<file path="config.mk">
export PLATFORM = sky130hd
export DESIGN_NAME = free_format_integer_parser_top
export DESIGN_NICKNAME = d
export VERILOG_FILES = /design/src/rtl/ffip_pkg.sv /design/src/rtl/free_format_integer_parser_top.sv /design/src/rtl/ffip_acc.sv
export SDC_FILE = /design/constraint.sdc
export NUM_CORES = 2
export LEC_CHECK = 0
export BUFFER_PORTS_ARGS = -buffer_cell sky130_fd_sc_hd__buf_2
export CAP_MARGIN = 10
export CORE_MARGIN = 2
export CORE_UTILIZATION = 44
export DETAILED_ROUTE_END_ITERATION = 8
export PLACE_DENSITY = 0.59
export SKIP_CTS_REPAIR_TIMING = 1
export SLEW_MARGIN = 20
export SYNTH_ARGS = -nofsm -noshare
export SYNTH_HDL_FRONTEND = slang
export SYNTH_SLANG_ARGS = --single-unit
</file>
<file path="constraint.sdc">
create_clock -name clk -period 24.1 [get_ports clk]
set_input_delay 7.23 -clock clk [delete_from_list [all_inputs] [get_ports clk]]
set_output_delay 7.23 -clock clk [all_outputs]
set_load 0.01 [all_outputs]
</file>
<file path="src/rtl/ffip_pkg.sv">
// Character constants, status codes and character class helpers for the integer parser.
package ffip_pkg;

  // Character codes
  localparam logic [7:0] CH_SPACE = 8'h20;
  localparam logic [7:0] CH_TAB   = 8'h09;
  localparam logic [7:0] CH_LF    = 8'h0A;
  localparam logic [7:0] CH_VT    = 8'h0B;
  localparam logic [7:0] CH_FF    = 8'h0C;
  localparam logic [7:0] CH_CR    = 8'h0D;
  localparam logic [7:0] CH_PLUS  = 8'h2B;
  localparam logic [7:0] CH_MINUS = 8'h2D;
  localparam logic [7:0] CH_COMMA = 8'h2C;
  localparam logic [7:0] CH_ZERO  = 8'h30;
  localparam logic [7:0] CH_NINE  = 8'h39;
  localparam logic [7:0] CH_UC_A  = 8'h41;
  localparam logic [7:0] CH_UC_Z  = 8'h5A;
  localparam logic [7:0] CH_LC_A  = 8'h61;
  localparam logic [7:0] CH_LC_Z  = 8'h7A;

  // Result status codes
  localparam logic [1:0] STAT_POS  = 2'd0;
  localparam logic [1:0] STAT_NEG  = 2'd1;
  localparam logic [1:0] STAT_NULL = 2'd2;
  localparam logic [1:0] STAT_OVF  = 2'd3;

  // Action codes
  localparam logic ACT_WRITE = 1'b0;
  localparam logic ACT_PARSE = 1'b1;

  function automatic logic is_ws(input logic [7:0] c);
    return (c == CH_SPACE) || (c == CH_TAB) || (c == CH_LF) || (c == CH_VT) ||
           (c == CH_FF) || (c == CH_CR);
  endfunction

  function automatic logic is_blank(input logic [7:0] c);
    return (c == CH_SPACE) || (c == CH_TAB);
  endfunction

  function automatic logic is_letter(input logic [7:0] c);
    return ((c >= CH_UC_A) && (c <= CH_UC_Z)) || ((c >= CH_LC_A) && (c <= CH_LC_Z));
  endfunction

  function automatic logic is_digit(input logic [7:0] c);
    return (c >= CH_ZERO) && (c <= CH_NINE);
  endfunction

endpackage

</file>
<file path="src/rtl/free_format_integer_parser_top.sv">
// Top level of the free-format decimal integer parser with its character buffer.
//
// The block holds a buffer of MAX_LEN characters in one synchronous memory
// with a registered read. An input beat with in_tuser = 0 writes char_code
// at 1-based position (ignored for position 0 or above MAX_LEN) and produces
// no result. A beat with in_tuser = 1 parses from position (0 counts as 1):
// skip C whitespace, take an optional sign, then decimal digits, and return
// the value sign-extended to 64 bits, a status (positive, negative including
// -0, null, overflow) and the position where the following field starts (one
// comma, or else any blanks, are stepped over). On overflow the digits are
// still consumed and the value saturates to the VALUE_BITS range. A parse
// reads one buffer character per cycle through the single memory read port:
// it takes the beat, examines each character in turn (leading whitespace,
// sign, digits, the end character, any blanks after it, and the character
// that stops each scan), then loads the result; a null field adds a rescan
// from the start position over blanks, letters and '+'. One parse is worked
// at a time; a finished result waits in the output register while the next
// beat is taken. After reset the buffer is cleared to terminators by a pass
// over all MAX_LEN cells, during which in_tready stays low.
module free_format_integer_parser_top #(
  parameter int MAX_LEN    = 256,
  parameter int VALUE_BITS = 64
) (
  input  logic        clk,
  input  logic        rst_n,
  // Input channel
  input  logic        in_tvalid,
  output logic        in_tready,
  input  logic [23:0] in_tdata,   // [8:0] position, [16:9] char_code, rest zero
  input  logic [0:0]  in_tuser,   // [0] action (0 write, 1 parse)
  // Result channel
  output logic        out_tvalid,
  input  logic        out_tready,
  output logic [79:0] out_tdata,  // [63:0] value, [72:64] next_position, rest zero
  output logic [1:0]  out_tuser   // [1:0] status
);

  localparam int AW = (MAX_LEN > 1) ? $clog2(MAX_LEN) : 1;
  localparam int IW = ((AW > 9) ? AW : 9) + 1;

  // Sequencer states
  localparam logic [2:0] S_CLEAR = 3'd0;
  localparam logic [2:0] S_IDLE  = 3'd1;
  localparam logic [2:0] S_WS    = 3'd2;
  localparam logic [2:0] S_SGN   = 3'd3;
  localparam logic [2:0] S_DIG   = 3'd4;
  localparam logic [2:0] S_NUL   = 3'd5;
  localparam logic [2:0] S_BLK   = 3'd6;
  localparam logic [2:0] S_OUT   = 3'd7;

  // Character buffer
  logic [7:0] mem [MAX_LEN];
  logic [7:0] q_r;
  logic       oob_r;

  logic [2:0]            state_r, state_nxt;
  logic [IW-1:0]         cur_r, cur_nxt;
  logic [IW-1:0]         start_r, start_nxt;
  logic                  neg_r, neg_nxt;
  logic                  ovf_r, ovf_nxt;
  logic                  null_r, null_nxt;
  logic [VALUE_BITS-1:0] mag_r, mag_nxt;
  logic [8:0]            next_r, next_nxt;

  logic                  out_valid_r, out_valid_nxt;
  logic [63:0]           out_value_r;
  logic [1:0]            out_status_r;
  logic [8:0]            out_next_r;
  logic                  out_load;

  logic                  in_fire;
  logic [8:0]            in_pos;
  logic [7:0]            in_char;
  logic [IW-1:0]         pos_ext;
  logic [IW-1:0]         wr_idx;
  logic                  we;
  logic [AW-1:0]         wa;
  logic [7:0]            wd;
  logic [7:0]            c;

  logic [VALUE_BITS-1:0] acc_mag;
  logic                  acc_ovf;
  logic [VALUE_BITS-1:0] signed_mag;

  assign in_tready = (state_r == S_IDLE);
  assign in_fire   = in_tvalid & in_tready;
  assign in_pos    = in_tdata[8:0];
  assign in_char   = in_tdata[16:9];
  assign pos_ext   = IW'(in_pos);
  assign wr_idx    = pos_ext - IW'(1);

  // Character seen this cycle; reads beyond the buffer give the terminator
  assign c = oob_r ? 8'h00 : q_r;

  ffip_acc #(
    .VALUE_BITS(VALUE_BITS)
  ) u_acc (
    .neg        (neg_r),
    .ovf        (ovf_r),
    .mag        (mag_r),
    .digit_char (c),
    .mag_out    (acc_mag),
    .ovf_out    (acc_ovf)
  );

  // Buffer write port: clearing pass after reset, or a write beat
  always_comb begin
    we = 1'b0;
    wa = cur_r[AW-1:0];
    wd = 8'h00;
    if (state_r == S_CLEAR) begin
      we = 1'b1;
    end else if (in_fire && (in_tuser[0] == ffip_pkg::ACT_WRITE) && (in_pos != 9'd0) &&
                 (pos_ext <= IW'(MAX_LEN))) begin
      we = 1'b1;
      wa = wr_idx[AW-1:0];
      wd = in_char;
    end
  end

  always_ff @(posedge clk) begin
    if (we) begin
      mem[wa] <= wd;
    end
    q_r   <= mem[cur_nxt[AW-1:0]];
    oob_r <= (cur_nxt >= IW'(MAX_LEN));
  end

  // Sequencer: one character examined per cycle, the next one requested
  always_comb begin
    state_nxt = state_r;
    cur_nxt   = cur_r;
    start_nxt = start_r;
    neg_nxt   = neg_r;
    ovf_nxt   = ovf_r;
    null_nxt  = null_r;
    mag_nxt   = mag_r;
    next_nxt  = next_r;
    out_load  = 1'b0;
    case (state_r)
      S_CLEAR: begin
        cur_nxt = cur_r + IW'(1);
        if (cur_r == IW'(MAX_LEN - 1)) begin
          state_nxt = S_IDLE;
        end
      end
      S_IDLE: begin
        if (in_fire && (in_tuser[0] == ffip_pkg::ACT_PARSE)) begin
          start_nxt = (in_pos == 9'd0) ? '0 : wr_idx;
          cur_nxt   = (in_pos == 9'd0) ? '0 : wr_idx;
          neg_nxt   = 1'b0;
          ovf_nxt   = 1'b0;
          null_nxt  = 1'b0;
          mag_nxt   = '0;
          state_nxt = S_WS;
        end
      end
      S_WS: begin
        if (ffip_pkg::is_ws(c)) begin
          cur_nxt = cur_r + IW'(1);
        end else if ((c == ffip_pkg::CH_PLUS) || (c == ffip_pkg::CH_MINUS)) begin
          neg_nxt   = (c == ffip_pkg::CH_MINUS);
          cur_nxt   = cur_r + IW'(1);
          state_nxt = S_SGN;
        end else if (ffip_pkg::is_digit(c)) begin
          mag_nxt   = acc_mag;
          ovf_nxt   = acc_ovf;
          cur_nxt   = cur_r + IW'(1);
          state_nxt = S_DIG;
        end else begin
          // No number: rescan from the start over blanks, letters and '+'
          null_nxt  = 1'b1;
          cur_nxt   = start_r;
          state_nxt = S_NUL;
        end
      end
      S_SGN: begin
        if (ffip_pkg::is_digit(c)) begin
          mag_nxt   = acc_mag;
          ovf_nxt   = acc_ovf;
          cur_nxt   = cur_r + IW'(1);
          state_nxt = S_DIG;
        end else begin
          null_nxt  = 1'b1;
          cur_nxt   = start_r;
          state_nxt = S_NUL;
        end
      end
      S_DIG, S_NUL: begin
        if ((state_r == S_DIG) && ffip_pkg::is_digit(c)) begin
          mag_nxt = acc_mag;
          ovf_nxt = acc_ovf;
          cur_nxt = cur_r + IW'(1);
        end else if ((state_r == S_NUL) &&
                     (ffip_pkg::is_blank(c) || ffip_pkg::is_letter(c) ||
                      (c == ffip_pkg::CH_PLUS))) begin
          cur_nxt = cur_r + IW'(1);
        end else if (c == ffip_pkg::CH_COMMA) begin
          // Field ends here: step over one comma
          next_nxt  = 9'(cur_r + IW'(2));
          state_nxt = S_OUT;
        end else if (ffip_pkg::is_blank(c)) begin
          cur_nxt   = cur_r + IW'(1);
          state_nxt = S_BLK;
        end else begin
          next_nxt  = 9'(cur_r + IW'(1));
          state_nxt = S_OUT;
        end
      end
      S_BLK: begin
        if (ffip_pkg::is_blank(c)) begin
          cur_nxt = cur_r + IW'(1);
        end else begin
          next_nxt  = 9'(cur_r + IW'(1));
          state_nxt = S_OUT;
        end
      end
      S_OUT: begin
        // Hold until the output register is free
        if (!out_valid_r || out_tready) begin
          out_load  = 1'b1;
          state_nxt = S_IDLE;
        end
      end
      default: begin
        state_nxt = S_IDLE;
      end
    endcase
  end

  assign signed_mag = neg_r ? (VALUE_BITS'(0) - mag_r) : mag_r;

  always_comb begin
    out_valid_nxt = out_valid_r;
    if (out_valid_r && out_tready) begin
      out_valid_nxt = 1'b0;
    end
    if (out_load) begin
      out_valid_nxt = 1'b1;
    end
  end

  always_ff @(posedge clk) begin
    if (!rst_n) begin
      state_r     <= S_CLEAR;
      cur_r       <= '0;
      out_valid_r <= 1'b0;
    end else begin
      state_r     <= state_nxt;
      cur_r       <= cur_nxt;
      out_valid_r <= out_valid_nxt;
    end
  end

  always_ff @(posedge clk) begin
    start_r <= start_nxt;
    neg_r   <= neg_nxt;
    ovf_r   <= ovf_nxt;
    null_r  <= null_nxt;
    mag_r   <= mag_nxt;
    next_r  <= next_nxt;
    if (out_load) begin
      out_next_r <= next_r;
      if (null_r) begin
        out_value_r  <= 64'd0;
        out_status_r <= ffip_pkg::STAT_NULL;
      end else begin
        out_value_r  <= 64'(signed'(signed_mag));
        out_status_r <= ovf_r ? ffip_pkg::STAT_OVF :
                        (neg_r ? ffip_pkg::STAT_NEG : ffip_pkg::STAT_POS);
      end
    end
  end

  assign out_tvalid = out_valid_r;
  assign out_tdata  = {7'd0, out_next_r, out_value_r};
  assign out_tuser  = out_status_r;

endmodule

</file>
<file path="src/rtl/ffip_acc.sv">
// Decimal digit accumulator: magnitude times ten plus digit, with saturation.
module ffip_acc #(
  parameter int VALUE_BITS = 64
) (
  input  logic                  neg,
  input  logic                  ovf,
  input  logic [VALUE_BITS-1:0] mag,
  input  logic [7:0]            digit_char,
  output logic [VALUE_BITS-1:0] mag_out,
  output logic                  ovf_out
);

  localparam int WW = VALUE_BITS + 4;

  logic [VALUE_BITS-1:0] limit;
  logic [3:0]            digit;
  logic [WW-1:0]         mag_w;
  logic [WW-1:0]         wide;

  // Largest magnitude allowed: 2^(N-1) after a minus sign, 2^(N-1)-1 otherwise
  assign limit = neg ? {1'b1, {(VALUE_BITS-1){1'b0}}} : {1'b0, {(VALUE_BITS-1){1'b1}}};
  assign digit = 4'(digit_char - ffip_pkg::CH_ZERO);
  assign mag_w = {4'b0, mag};
  assign wide  = (mag_w << 3) + (mag_w << 1) + WW'(digit);

  always_comb begin
    if (ovf) begin
      mag_out = mag;
      ovf_out = 1'b1;
    end else if (wide > {4'b0, limit}) begin
      mag_out = limit;
      ovf_out = 1'b1;
    end else begin
      mag_out = wide[VALUE_BITS-1:0];
      ovf_out = 1'b0;
    end
  end

endmodule

</file>
# Word-level counts from Yosys, hierarchy flattened

Memory sizes are Yosys's and may differ from the RTL's. A register that Yosys moved wholly into a read port is not among the register bits.
Index checks and enable logic that the tools add are counted.
W data, S select, Z words.

Add/subtract/negate cells: 7
Magnitude comparators: 9
Eq/ne operators: 27
Muxes and demuxes: 67
Bitwise logic cells: 2
Reductions and logical operators: 37

Operators with widths:

| cell                    | count |
|---|---|
| $mux W64                | 9 |
| $pmux W64 S4            | 1 |
| $mux W10                | 9 |
| $add A67 B65 Y68        | 1 |
| $add A68 B4 Y68         | 1 |
| $gt A68 B64 Y1          | 1 |
| $sub A1 B64 Y64 const A | 1 |
| $pmux W10 S6            | 1 |
| $eq A8 B4 Y1 const B    | 5 |
| $mux W8                 | 5 |
| $mux W9                 | 4 |
| $eq A8 B6 Y1 const B    | 4 |
| $mux W1                 | 25 |
| $mux W3                 | 8 |
| $pmux W3 S7             | 1 |
| $pmux W9 S2             | 1 |
| $ge A8 B7 Y1 const B    | 2 |
| $le A8 B7 Y1 const B    | 2 |
| $ne A2 B2 Y1 const B    | 8 |
| $eq A3 B3 Y1 const B    | 4 |
| $add A10 B1 Y10 const B | 1 |
| $eq A10 B8 Y1 const B   | 1 |
| $ge A10 B9 Y1 const B   | 1 |
| $logic_and A1 B1 Y1     | 10 |
| 28 further kinds        | 43 |

Register bits after elaboration: 176
Memory bits (writable): 2048
Output and inout bits: 84
Memories kept: 1

Memories:

| name | depth | width | rd ports | clocked after Yosys merged registers in | wr ports | RTL line                             | source |
|---|---|---|---|---|---|---|---|
| mem  | 256   | 8     | 1        | 1                                       | 1        | free_format_integer_parser_top.sv:52 | `logic [7:0] mem [MAX_LEN];` |

# Logic depth before layout (Yosys ltp)

Depth after elaboration: 11
Mapped depth: 35
Mapped depth without buffers: 31

# By module

From an unflattened synthesis, not the netlist that was laid out.

Cells, all modules: 7783
Area total of the unflattened synthesis: 98688.4 um2

Modules (own cells, without submodules):

| module                         | times used | cells each | area an instance (um2) | sequential area each (um2) |
|---|---|---|---|---|
| free_format_integer_parser_top | 1          | 6872       | 91758.0                | 66794.1 |
| ffip_acc                       | 1          | 911        | 6930.4                 | 0.0 |

# Least setup slack after synthesis

Ideal clock, no wire load.

Kind: input -> register
Start: in in_tdata[5]
End: mem mem[0][0], data pin
Data arrival time: 12034 ps
Slack: 11199 ps
Cell stages on the path: 7
Path through: nor4_1 -> nand2_1 -> or2_2 -> o21ai_0 -> inv_1 -> nor3_1 -> and2_1

Longest elaborated chain between the ends: 5

RTL lines:

| element                                                              | RTL line                              | source |
|---|---|---|
| start: declaration                                                   | free_format_integer_parser_top.sv:29  | `input logic [23:0] in_tdata,` |
| parallel branches: the longest is 2 deep, another holds $le A9 B9 Y1 | --                                    |  |
| $logic_and A1 B1 Y1 *                                                | free_format_integer_parser_top.sv:113 | `end else if (in_fire && (in_tuser[0] == ffip_pkg::ACT_WRITE) && (in_pos != 9'd0) &&` |
| $mux W8 *                                                            | free_format_integer_parser_top.sv:113 |  |
| $mux W8 *                                                            | free_format_integer_parser_top.sv:111 | `if (state_r == S_CLEAR) begin` |
| net wd[0]                                                            | free_format_integer_parser_top.sv:78  | `logic [7:0] wd;` |
| end: declaration                                                     | free_format_integer_parser_top.sv:52  |  |

Mark *: on every way through the listed nets, which the timed path passes.

# Final worst setup path

Start: in in_tuser
End: reg q_r[6] (read register of mem)

Longest elaborated chain between the ends: 3

RTL lines:

| element             | RTL line                              | source |
|---|---|---|
| start: declaration  | free_format_integer_parser_top.sv:30  | `input logic [0:0] in_tuser,` |
| $logic_and A1 B1 Y1 | free_format_integer_parser_top.sv:148 | `if (in_fire && (in_tuser[0] == ffip_pkg::ACT_PARSE)) begin` |
| $mux W10            | free_format_integer_parser_top.sv:148 |  |
| $pmux W10 S6        | free_format_integer_parser_top.sv:140 | `case (state_r)` |
| end: declaration    | free_format_integer_parser_top.sv:53  | `logic [7:0] q_r;` |

Every way passes these cells.
A chain may end at the register's enable or synchronous reset.

==> impl_metrics.csv <==
group,metric,value,unit
status,outcome,"finished clean",
timing,finClkSkew,51.7,ps
floorplanning,core_area,219000,um2
pwr,p_total,0.00891,W
timing,hold_viol,0,
clock_tree,clk_pin_slew,60,ps
floorplanning,die-area,224000,um2
worst_setup_path,path_cells,"buf_2, nand2_1, nor2_2, nand2_1, o211ai_1, a211oi_4, a211o_4, nand2_4, buf_12, buf_12, a211oi_1, a311oi_1, a31oi_1, o21ai_0, nand4_1, o22ai_1",
synth,syn_inst,7106,
global_route,grt_usage,25.4,%
global_route,grt-ovfl-total,0,
timing,min_period,13340,ps
route,wl_met2,133000,um
final_layout,final_cells,10100,
place,place_congestion,0.890,
place,portBuffers,98,
final_layout,final_nets,7303,
synth,ys_ff_latch,2232,
worst_setup_path,arrival,14040,ps
route,totalWireLength,291000,um
place,dp_cells,9721,
worst_hold_path,worstHoldPathType,"reg2reg",
synth,syn_avg_cell_area,13.6,um2
final_layout,nFillCells,18700,
pwr,pwr_density_cell,83.1,nW/um2
synth,ys_warn_count,0,
clock_tree,cts_buffers,225,
clock_tree,cts_tree,"yes",
pwr,leakage,39.6,nW
worst_setup_path,end_kind,"flip-flop",
synth,ys_types,100,
route,top_layer_used,"met5",
timing,fmax,0.0750,GHz
synth,async_flop_share,0,%
synth,synthFlopType,"edfxtp_1",
floorplanning,io_pins,113,
worst_setup_path,cp_max_fo,145,
route,drc,0,
timing,rsz0062_at_grt,"no",
timing,max_slew_margin,21.4,%
timing,worst_pin_slew,1180,ps
worst_setup_path,worstSetupStartpointType,"primary input",
place,dp_hpwl,170000,um
clock_tree,clock_latency,890,ps
route,wl_met3,30900,um
final_layout,final_area,107000,um2
final_layout,drive_above_1_share,9.98,%
global_route,antenna_found_initial,15,
timing,finalSetupViolCount,0,
route,wire_per_inst,28.6,um
route,detail-route-antenna-nets,0,
route,dr.pass1.iters,6,
worst_setup_path,required,24800,ps
global_route,grt_pass1_vias,59000,
final_layout,layout_common_cells,"2209 x edfxtp_1, 1117 x nand2_1, 436 x nor2_1",
global_route,grt_pass1_wl,418000,um
floorplanning,start_util,44.2,%
timing,finalSetupTns,0,ps
pwr,ir_worst_vdd,0.0604,mV
place,placed_area,100000,um2
floorplanning,die_x,473,um
route,initialDrtViolationCount,8283,
clock_tree,cts_max_level,4,
job,drv_cap,0,
clock_tree,root_buffer,"clkbuf_16",
clock_tree,clockBufferDepth,3,
global_route,grt_max_degree,185,
synth,synth_edf_count,2209,
worst_setup_path,crit_path_max_incr_delay,690,ps
final_layout,final_common_cell,"edfxtp_1",
clock_tree,cts.sinks,2232,
timing,slew_violations,0,
route,met1Wirelength,119000,um
floorplanning,die_h,473,um
timing,fin_crit_sh,55.4,%
route,drt-vias-per-instance,6.22,
final_layout,area_growth,10.7,%
worst_setup_path,critPathSlowestCell,"nand2_4",
route,num_vias,63200,
floorplanning,rows,172,
synth,synth_area,96900,um2
synth,seq_area_frac_synth,68.9,%
worst_setup_path,crit_type,"in2reg",
==> where the power goes <==
| part | internal (W) | switching, W | total [W] |
|---|---|---|---|
| sequential | 0.00422 | 0.0000317 | 0.00425 |
| combinational | 0.000348 | 0.000956 | 0.00130 |
| clock | 0.00184 | 0.00151 | 0.00336 |
==> per-layer routing <==
metal / global-route usage (%) / vias to the layer above
li1: - / 27500
met1: 36.5 / 31900
met2: 39.0 / 3285
met3: 5.31 / 467
met4: 7.40 / 2
met5: 0 / -
==> per-stage QoR <==
stage | utilization (%) | setup slack, ps | hold WS (ps)
2_1_floorplan | - | 11200 | 426
3_3_place_gp | 45.7 | 10100 | 437
3_5_place_dp | 45.7 | 9990 | 448
4_1_cts | 48.9 | 10920 | 456
5_1_grt | 48.9 | 10540 | 470
6_report | 48.9 | 10760 | 454
==> cell families (layout without fill, tap and decap cells) <==
group / after synthesis / count (layout) / share of synthesized area [%]
XOR/XNOR: 135 / 135 / 1.22
flip-flops: 2232 / 2232 / 68.9
AO/OA/AOI/OAI: 1442 / 1442 / 10.5
multiplexers: 198 / 198 / 3.38
other: 1 / 12 / 0.00387
adder cells (fa/ha/maj): 197 / 197 / 2.55
AND/OR/NAND/NOR: 2375 / 2375 / 11.0
buffers and inverters: 526 / 686 / 2.39
==> synthesized netlist by cell type, types with 92 or more instances <==
cell | count | area, um2
edfxtp_1 | 2209 | 66300
nand2_1 | 1123 | 4220
nor2_1 | 448 | 1680
clkbuf_1 | 302 | 1130
a211oi_1 | 271 | 2030
and3_1 | 268 | 1680
nand3_1 | 241 | 1210
a21oi_1 | 221 | 1110
a31oi_1 | 202 | 1260
ha_1 | 196 | 2450
o21ai_0 | 154 | 771
a311oi_1 | 106 | 928
mux4_2 | 103 | 2320
buf_2 | 98 | 490
mux2i_1 | 92 | 921
xor2_1 | 92 | 806
==> final timing paths <==
path              from       endpoint  slack (ps)  depth (start not counted)
max           in_tuser         q_r[6]       10760                         16
min          next_r[3]  out_next_r[3]         450                          0
max reg2reg     q_r[3]      mag_r[44]       14510                         30
min reg2reg  next_r[3]  out_next_r[3]         450                          0
==> cell type report <==
class	count	area (um2)	share of cell area, %
Clock buffer	281	5880	5.48
Timing Repair Buffer	225	1640	1.52
Inverter	39	146	0.136
Antenna cell	5	12.5	0.0117
Clock inverter	141	1170	1.09
Sequential cell	2232	66800	62.3
Tap cell	2871	3590	3.35
Multi-Input combinational cell	4354	28100	26.1
==> worst max-delay path, delay by kind of cell <==
kind                   cells  cell delay (ps)
AO/OA/AOI/OAI              8             2790
buffers and inverters      3             1190
AND/OR/NAND/NOR            5             2440
==> sequential cells by signal (all words and copies together) (netlist names) <==
| register | flops |
|---|---|
| cur_r | 10 |
| mem | 2048 |
| state_r | 3 |
| oob_r | 1 |
| out_tvalid | 1 |
| out_value_r | 64 |
| neg_r | 1 |
| mag_r | 64 |
| q_r | 8 |
| next_r | 9 |
| start_r | 10 |
| null_r | 1 |
| out_next_r | 9 |
| ovf_r | 1 |
| out_tuser | 2 |
Note: power is estimated with default switching activity, not from simulation.
